[config.mk]
export PLATFORM = sky130hd
export DESIGN_NAME = second_price_auction_resolver
export DESIGN_NICKNAME = d
export VERILOG_FILES = /design/src/sv/spa_pkg.sv /design/src/sv/second_price_auction_resolver.sv /design/src/sv/spa_cell.sv
export SDC_FILE = /design/constraint.sdc
export NUM_CORES = 2
export LEC_CHECK = 0
export ABC_AREA = 1
export BUFFER_PORTS_ARGS = -buffer_cell sky130_fd_sc_hd__buf_2
export CAP_MARGIN = 30
export CORE_MARGIN = 2
export CORE_UTILIZATION = 36
export CTS_CLUSTER_DIAMETER = 40
export DETAILED_ROUTE_END_ITERATION = 10
export HOLD_SLACK_MARGIN = 0.02
export PLACE_DENSITY_LB_ADDON = 0.15
export SYNTH_ARGS = -nofsm -noshare
export SYNTH_HDL_FRONTEND = slang
export SYNTH_SLANG_ARGS = --single-unit
[constraint.sdc]
create_clock -name clk_i -period 2.8 [get_ports clk_i]
set_input_delay 0.56 -clock clk_i [delete_from_list [all_inputs] [get_ports clk_i]]
set_output_delay 0.56 -clock clk_i [all_outputs]
set_load 0.03 [all_outputs]
[src/sv/spa_pkg.sv]
// Package for the second-price auction resolver.
// Holds field widths, opcodes, phase codes and the table entry types.
// No dependencies.
package spa_pkg;

  localparam int TableDepth  = 16;
  localparam int MaxTasksDef = 16;

  localparam int OpW     = 2;
  localparam int CountW  = 5;
  localparam int TagW    = 16;
  localparam int IdxW    = 4;
  localparam int BidderW = 8;
  localparam int CostW   = 24;
  localparam int TicksW  = 8;

  localparam logic [TicksW-1:0] TimeoutRst = 8'd5;
  localparam logic [TicksW-1:0] TicksMax   = 8'd255;

  typedef enum logic [OpW-1:0] {
    OP_TASKS = 2'd0,
    OP_BID   = 2'd1,
    OP_TICK  = 2'd2
  } op_e;

  typedef enum logic [3:0] {
    PH_IDLE     = 4'b0001,
    PH_ANNOUNCE = 4'b0010,
    PH_COLLECT  = 4'b0100,
    PH_RESOLVE  = 4'b1000
  } phase_e;

  typedef enum logic {
    KIND_ANNOUNCE = 1'b0,
    KIND_AWARD    = 1'b1
  } kind_e;

  typedef struct packed {
    logic               has_bid;
    logic [CostW-1:0]   best_cost;
    logic [BidderW-1:0] best_bidder;
    logic               has_second;
    logic [CostW-1:0]   second_cost;
  } spa_entry_t;

  typedef struct packed {
    logic clear;
    logic bid;
    logic shift;
  } spa_cell_ctl_t;

endpackage

[src/sv/second_price_auction_resolver.sv]
// Second-price auction resolver. A transaction that causes an announce shows it in the
// cycle after acceptance; a resolve tick hands the table to the cell chain, which drains
// one cell per cycle while the output register can take a result and emits the awards.
// Throughput: one input transaction per cycle outside the drain; input stalls while
// the output register is held or the chain drains. Reset clears phase, counters,
// the table and the output valid; the timeout register returns to 5.
module second_price_auction_resolver #(
  parameter int MAX_TASKS = spa_pkg::MaxTasksDef
) (
  input  logic                         clk_i,
  input  logic                         rst_ni,
  // configuration: bid_timeout_ticks
  input  logic                         cfg_we_i,
  input  logic [spa_pkg::TicksW-1:0]   cfg_wdata_i,
  // input channel
  input  logic                         in_valid_i,
  output logic                         in_stall_o,
  input  logic [spa_pkg::OpW-1:0]      op_i,
  input  logic [spa_pkg::CountW-1:0]   task_count_i,
  input  logic [spa_pkg::TagW-1:0]     auction_tag_i,
  input  logic [spa_pkg::IdxW-1:0]     task_index_i,
  input  logic [spa_pkg::BidderW-1:0]  bidder_i,
  input  logic [spa_pkg::CostW-1:0]    cost_i,
  // output channel
  output logic                         out_valid_o,
  input  logic                         out_stall_i,
  output logic                         kind_o,
  output logic [spa_pkg::TagW-1:0]     auction_number_o,
  output logic [spa_pkg::CountW-1:0]   announced_count_o,
  output logic [spa_pkg::IdxW-1:0]     award_task_o,
  output logic [spa_pkg::BidderW-1:0]  winner_o,
  output logic [spa_pkg::CostW-1:0]    price_o,
  output logic                         last_o
);
  import spa_pkg::*;

  // Cells in the chain: tasks beyond the table depth can never be addressed.
  localparam int NumCells = (MAX_TASKS < TableDepth) ? MAX_TASKS : TableDepth;
  // Task counts saturate at MAX_TASKS; a 5-bit count never exceeds 31.
  localparam int SatCount = (MAX_TASKS < 31) ? MAX_TASKS : 31;

  // Control state
  phase_e              phase_q, phase_d;
  logic [TagW-1:0]     counter_q, counter_d;
  logic [CountW-1:0]   pending_q, pending_d;
  logic [TicksW-1:0]   ticks_q, ticks_d;
  logic [TicksW-1:0]   ticks_next;
  logic [TicksW-1:0]   timeout_q;
  logic                drain_q, drain_d;
  logic [IdxW-1:0]     pos_q, pos_d;

  // Output register
  logic                out_valid_q, out_valid_d;
  logic                kind_q;
  logic [TagW-1:0]     number_q;
  logic [CountW-1:0]   count_q;
  logic [IdxW-1:0]     task_q;
  logic [BidderW-1:0]  winner_q;
  logic [CostW-1:0]    price_q;
  logic                last_q;

  logic                out_free;
  logic                in_acc;
  logic                emit_announce;
  logic                emit_award;
  op_e                 op;
  spa_cell_ctl_t       ctl;

  // Cell chain
  spa_entry_t          cell_ent[NumCells];
  spa_entry_t          cell_next[NumCells];
  logic [NumCells-1:0] has_vec;
  logic                any_bid;
  logic                more_bid;

  // ---------------------------------------------------------------------------
  // Cell chain: cell 0 sits at the output end; on drain every cell takes its
  // upper neighbor's entry and the top cell fills with an empty entry.
  // ---------------------------------------------------------------------------
  for (genvar gi = 0; gi < NumCells; gi++) begin : g_cell
    if (gi == NumCells - 1) begin : g_top
      assign cell_next[gi] = '0;
    end else begin : g_mid
      assign cell_next[gi] = cell_ent[gi+1];
    end

    spa_cell #(
      .CELL_IDX(gi)
    ) u_cell (
      .clk_i       (clk_i),
      .rst_ni      (rst_ni),
      .ctl_i       (ctl),
      .task_index_i(task_index_i),
      .bidder_i    (bidder_i),
      .cost_i      (cost_i),
      .next_i      (cell_next[gi]),
      .entry_o     (cell_ent[gi])
    );

    assign has_vec[gi] = cell_ent[gi].has_bid;
  end

  assign any_bid  = |has_vec;
  // bids left beyond cell 0 decide whether the award at cell 0 is the last one
  assign more_bid = |(has_vec >> 1);

  // ---------------------------------------------------------------------------
  // Handshake: take a transaction only when the output register can hold a
  // result and the chain is not draining.
  // ---------------------------------------------------------------------------
  assign out_free   = !out_valid_q || !out_stall_i;
  assign in_stall_o = drain_q || !out_free;
  assign in_acc     = in_valid_i && !in_stall_o;
  assign op         = op_e'(op_i);
  assign ticks_next = (ticks_q == TicksMax) ? ticks_q : ticks_q + 1'b1;

  always_comb begin
    phase_d       = phase_q;
    counter_d     = counter_q;
    pending_d     = pending_q;
    ticks_d       = ticks_q;
    drain_d       = drain_q;
    pos_d         = pos_q;
    ctl           = '0;
    emit_announce = 1'b0;
    emit_award    = 1'b0;

    if (in_acc) begin
      case (op)
        OP_TASKS: begin
          // start an auction only from idle with a non-empty set
          if ((phase_q == PH_IDLE) && (task_count_i != '0)) begin
            pending_d = (task_count_i > CountW'(SatCount)) ? CountW'(SatCount)
                                                           : task_count_i;
            phase_d   = PH_ANNOUNCE;
          end
        end
        OP_BID: begin
          // keep bids for the open auction and an announced task
          if (((phase_q == PH_COLLECT) || (phase_q == PH_RESOLVE)) &&
              (auction_tag_i == counter_q) &&
              ({1'b0, task_index_i} < pending_q)) begin
            ctl.bid = 1'b1;
          end
        end
        OP_TICK: begin
          case (phase_q)
            PH_ANNOUNCE: begin
              counter_d     = counter_q + 1'b1;
              ctl.clear     = 1'b1;
              ticks_d       = '0;
              emit_announce = 1'b1;
              phase_d       = PH_COLLECT;
            end
            PH_COLLECT: begin
              ticks_d = ticks_next;
              if (ticks_next >= timeout_q) begin
                phase_d = PH_RESOLVE;
              end
            end
            PH_RESOLVE: begin
              // hand the table to the drain and go idle
              drain_d = 1'b1;
              pos_d   = '0;
              phase_d = PH_IDLE;
            end
            default: ;
          endcase
        end
        default: ;
      endcase
    end

    // Drain: advance the chain one cell per cycle while the output can take a
    // result; emit an award whenever cell 0 holds a bid, stop once empty.
    if (drain_q) begin
      if (!any_bid) begin
        drain_d = 1'b0;
      end else if (out_free) begin
        ctl.shift  = 1'b1;
        pos_d      = pos_q + 1'b1;
        emit_award = cell_ent[0].has_bid;
      end
    end
  end

  always_comb begin
    out_valid_d = out_valid_q;
    if (emit_announce || emit_award) begin
      out_valid_d = 1'b1;
    end else if (!out_stall_i) begin
      out_valid_d = 1'b0;
    end
  end

  always_ff @(posedge clk_i or negedge rst_ni) begin
    if (!rst_ni) begin
      phase_q     <= PH_IDLE;
      counter_q   <= '0;
      pending_q   <= '0;
      ticks_q     <= '0;
      timeout_q   <= TimeoutRst;
      drain_q     <= 1'b0;
      pos_q       <= '0;
      out_valid_q <= 1'b0;
    end else begin
      phase_q     <= phase_d;
      counter_q   <= counter_d;
      pending_q   <= pending_d;
      ticks_q     <= ticks_d;
      drain_q     <= drain_d;
      pos_q       <= pos_d;
      out_valid_q <= out_valid_d;
      if (cfg_we_i) begin
        timeout_q <= cfg_wdata_i;
      end
    end
  end

  // Output payload: load on emit, hold otherwise.
  always_ff @(posedge clk_i) begin
    if (emit_announce) begin
      kind_q   <= KIND_ANNOUNCE;
      number_q <= counter_d;
      count_q  <= pending_q;
      task_q   <= '0;
      winner_q <= '0;
      price_q  <= '0;
      last_q   <= 1'b0;
    end else if (emit_award) begin
      kind_q   <= KIND_AWARD;
      number_q <= counter_q;
      count_q  <= '0;
      task_q   <= pos_q;
      winner_q <= cell_ent[0].best_bidder;
      price_q  <= cell_ent[0].has_second ? cell_ent[0].second_cost
                                         : cell_ent[0].best_cost;
      last_q   <= !more_bid;
    end
  end

  assign out_valid_o       = out_valid_q;
  assign kind_o            = kind_q;
  assign auction_number_o  = number_q;
  assign announced_count_o = count_q;
  assign award_task_o      = task_q;
  assign winner_o          = winner_q;
  assign price_o           = price_q;
  assign last_o            = last_q;

  // ---------------------------------------------------------------------------
  // Assertions
  // ---------------------------------------------------------------------------
  a_drain_idle: assert property (@(posedge clk_i) disable iff (!rst_ni)
    drain_q |-> (phase_q == PH_IDLE))
    else $error("chain drains outside the idle phase");

  a_announce_out: assert property (@(posedge clk_i) disable iff (!rst_ni)
    (in_acc && (op == OP_TICK) && (phase_q == PH_ANNOUNCE))
      |=> (out_valid_o && (kind_o == KIND_ANNOUNCE)))
    else $error("announce tick did not produce an announce");

  a_last_award: assert property (@(posedge clk_i) disable iff (!rst_ni)
    (out_valid_o && last_o) |-> (kind_o == KIND_AWARD))
    else $error("last flag set on a non-award result");

endmodule

[src/sv/spa_cell.sv]
// One cell of the per-task table chain: holds one task entry.
// Takes bids for its own index and shifts toward the output end on drain.
// Depends on spa_pkg.
module spa_cell #(
  parameter int CELL_IDX = 0
) (
  input  logic                       clk_i,
  input  logic                       rst_ni,
  input  spa_pkg::spa_cell_ctl_t     ctl_i,
  input  logic [spa_pkg::IdxW-1:0]   task_index_i,
  input  logic [spa_pkg::BidderW-1:0] bidder_i,
  input  logic [spa_pkg::CostW-1:0]  cost_i,
  input  spa_pkg::spa_entry_t        next_i,
  output spa_pkg::spa_entry_t        entry_o
);
  import spa_pkg::*;

  spa_entry_t entry_q, entry_d;
  logic       hit;
  logic       beats_best;

  assign hit        = ctl_i.bid && (task_index_i == IdxW'(CELL_IDX));
  assign beats_best = (cost_i < entry_q.best_cost) ||
                      ((cost_i == entry_q.best_cost) && (bidder_i < entry_q.best_bidder));

  always_comb begin
    entry_d = entry_q;
    if (ctl_i.clear) begin
      entry_d = '0;
    end else if (ctl_i.shift) begin
      entry_d = next_i;
    end else if (hit) begin
      if (!entry_q.has_bid) begin
        entry_d.has_bid     = 1'b1;
        entry_d.best_cost   = cost_i;
        entry_d.best_bidder = bidder_i;
      end else if (beats_best) begin
        // demote the old best to runner-up
        entry_d.second_cost = entry_q.best_cost;
        entry_d.has_second  = 1'b1;
        entry_d.best_cost   = cost_i;
        entry_d.best_bidder = bidder_i;
      end else if (!entry_q.has_second || (cost_i < entry_q.second_cost)) begin
        entry_d.second_cost = cost_i;
        entry_d.has_second  = 1'b1;
      end
    end
  end

  always_ff @(posedge clk_i or negedge rst_ni) begin
    if (!rst_ni) begin
      entry_q <= '0;
    end else begin
      entry_q <= entry_d;
    end
  end

  assign entry_o = entry_q;

endmodule
==> results.yml <==
yosys:
  synth_flop_cell: "dfrtp_1"
  yosys.area.top_type_share_pct: 31.9
  synth_top_cell_by_area: "dfrtp_1"
  yosys_warnings: 0
  synth_edf_count: 21
  yosys_register_bits: 1034
  ys_seq_area_share_pct: 33.9
  synth.avg_cell_area_um2: 6.96
  synth_cell_type_count: 51
  synth_area_leaders: "dfrtp_1, nand2_1, ha_1"
  syn_inst: 10937
  synthArstFlopShare_pct: 94.3
  synth_nets: 11887
  synth_area_um2: 76100
timing:
  fin_tns_setup_ns: 0
  drv_slew: 0
  tightest_slew_ns: 0.973
  setup_violations: 0
  fmax_mhz: 358
  fin_skew_ns: 0.0803
  finalHoldViolCount: 0
  relSlewSlack_pct: 34.5
  period_share_pct: 99.8
  min_period_ns: 2.79
  rsz0062_at_grt: "yes"
setup_path:
  required_ns: 3.61
  worstRegToRegCells: 15
  r2r_start: "g_cell[7].u_cell.entry_o[50]"
  worstPathCellList: "inv_2 -> ha_4 -> nand2_1 -> nor2_2 -> nand4_1 -> nor2_4 -> nand3_4 -> nand2_8 -> buf_8 -> nor2_1 -> o21ai_2 -> buf_6 -> buf_12 -> nand2_1 -> nand2_1"
  crit_path_max_fanout: 8
  end_kind: "flop"
  crit_type: "flop to flop"
  timing.rr.end: "g_cell[7].u_cell.entry_o[3]"
  worst-path-stages: 15
  slowest_stage: "dfrtp_2"
  reg2reg_slack_ns: 0.006
  slowest_delay_ns: 0.42
  crit_top_cell: "nand2_1"
  worstPathArrival_ns: 3.60
  start_kind: "flop"
  path_buf_inv: 4
  crit_family: "simple AND/OR/NAND/NOR gates"
cts:
  cts_buffers: 239
  cts_sinks: 1034
  clkLatencyLatePin_ns: 0.90
  cts_root_buf: "clkbuf_16"
  clk_pin_slew_worst_paths_ns: 0.06
  tritoncts: "done"
  cts_max_level: 4
  clock_path_buffers: 3
pwr:
  power_leakage_nw: 50.5
  power_density_nw_per_um2: 1110
  ir_worst_vdd_mv: 0.795
route:
  wl_met2_um: 145000
  routed_wl_um: 330000
  wl_per_cell_um: 22.1
  drc_errors: 0
  vias: 79715
  drt_iter0_markers: 7435
  maxUsedRoutingLayer: "met5"
  drt-met1-wl_um: 148000
  wl_met3_um: 24800
  ant_nets: 0
  drtPass1Iterations: 6
  viasPerCell: 5.33
die:
  rows: 168
  dieWidth_um: 464
  coreArea_um2: 210000
  dieArea_um2: 215000
  ios: 133
  initial_core_util_pct: 36.3
  die_h_um: 464
global_route:
  antenna_found_initial: 11
  gr-total-overflow: 0
  grt_max_degree: 93
  grt_first_pass_wirelength_um: 485000
  first_global_vias: 76854
  grt_util_all_layers_pct: 29.3
finish:
  multi_input_area_um2: 43600
  fillers: 20863
  area_growth_pct: 30.7
  register_area_um2: 25800
  final_cell_mix: "nand2_1, inv_1, nand3_1, dfrtp_1, buf_4"
  utilization_pct: 47.4
  layout_commonest_cell: "nand2_1"
  final_nets: 12877
  drive_above_1_share_pct: 16.1
status:
  status: "finished clean"
place:
  port_buffers: 132
  place_hpwl_um: 243000
  place.gp.congestion: 0.926
run:
  cap_violations: 0
hold_path:
  hold_depth: 2
  hold_class: "input pin to flop"
  hp-start: "cfg_we_i"
  min_to: "timeout_q[6]"
per-layer routing:
metal | global-route usage, % | vias to the layer above
met5 | 0 | -
met4 | 10.5 | 6
met3 | 4.20 | 602
met2 | 46.0 | 3051
met1 | 40.8 | 38291
li1 | - | 37765
logic make-up (layout without fill, tap and decap cells):
group | after synthesis | in the layout | synth area share (%)
flops | 1034 | 1034 | 33.9
mux | 1 | 1 | 0.0148
other cells | 0 | 2 | 0
buf+inv | 1922 | 3121 | 9.91
simple gates | 5235 | 5235 | 28.8
fa+ha+maj | 878 | 878 | 14.4
compound gates | 1836 | 1836 | 12.6
xor+xnor | 31 | 31 | 0.357
how the worst max path moves through the flow:
stage	startpoint	endpoint	slack, ns
6_report	g_cell[7].u_cell.entry_o[50]	g_cell[7].u_cell.entry_o[3]	0.006
5_1_grt	ticks_q[0]	phase_q[0]	-0.07
4_1_cts	g_cell[7].u_cell.entry_o[53]	g_cell[7].u_cell.entry_o[34]	0.0009
3_5_place_dp	cost_i[9]	g_cell[7].u_cell.entry_o[30]	-1.42
3_3_place_gp	cost_i[9]	g_cell[7].u_cell.entry_o[25]	-1.40
2_1_floorplan	cost_i[0]	g_cell[5].u_cell.entry_o[25]	0.17
metrics by stage:
stage	cell area [µm²]	hold slack (ns)	worst slack [ns]	power, mW	std cells
after detailed placement	88700	0.470	-1.42	77.2	14390
after CTS	98000	0.0222	0.000884	108	14880
after global routing	99500	0.103	-0.0740	119	14942
after global placement	88700	0.459	-1.40	76.3	14389
final	99500	0.0876	0.00628	111	14943
after floorplan	76100	0.264	0.167	55.4	10937
Yosys cell counts (4+ instances only):
cell type and instances:
nand2_1 3180, inv_1 1320, nand3_1 1312, dfrtp_1 972, ha_1 878, a21oi_1 835, o21ai_0 586, nor2_1 552
clkbuf_1 337, o21ai_1 251, buf_2 191, nand4_1 69, o211ai_1 49, buf_1 40, o21a_1 39, a21o_1 38
dfxtp_1 38, nor2_4 31, xor2_1 30, nor3_1 24, edfxtp_1 21, nand2_2 20, inv_2 16, o21ai_2 12
buf_4 11, nor4_1 10, nor2_2 8, a31oi_1 7, buf_6 6, nand3b_1 6, o21bai_1 6, o22ai_1 5
and3_1 4, nor3b_1 4, or2_2 4
state kept, by name, indices dropped and copies added, names as in the netlist, 4 cells and up:
register,count
auction_number_o,16
ticks_q,8
g_cell.u_cell.entry_o,928
announced_count_o,5
winner_o,8
pending_q,5
pos_q,4
phase_q,4
award_task_o,4
counter_q,16
price_o,24
timeout_q,8
power breakdown:
group	internal (mW)	total, mW	switching [mW]
Combinational	20.8	54.7	34.0
Clock	20.1	30.2	10.0
Sequential	21.3	25.9	4.63
Total	62.2	111	48.6
worst reg2reg max path, stage by stage (launching register included):
cell	delay (ns)
dfrtp_2	0.42
inv_2	0.06
ha_4	0.26
nand2_1	0.05
nor2_2	0.12
nand4_1	0.28
nor2_4	0.32
nand3_4	0.25
nand2_8	0.18
buf_8	0.15
nor2_1	0.06
o21ai_2	0.16
buf_6	0.14
buf_12	0.13
nand2_1	0.06
nand2_1	0.06
timing repair:
| action | 4_1_cts | 5_1_grt |
|---|---|---|
| endpoints found under the hold margin | 33 | 0 |
| hold buffers | 26 | 0 |
| setup buffers | 12 | 33 |
| pin swaps | 9 | 49 |
| gates resized for setup | 47 | 169 |
| gates cloned | 3 | 30 |
| endpoints found under the setup margin | 413 | 774 |
cell type report:
cell class	instances	area share, %
inverters	1337	5.07
clock inverters	141	2.04
clock buffers	309	6.66
well taps	2805	3.53
repair buffers	1334	13.0
multi-input cells	7981	43.8
diodes	2	0.00503
flip-flops and latches	1034	25.9
(Power assumes the default switching activity.)
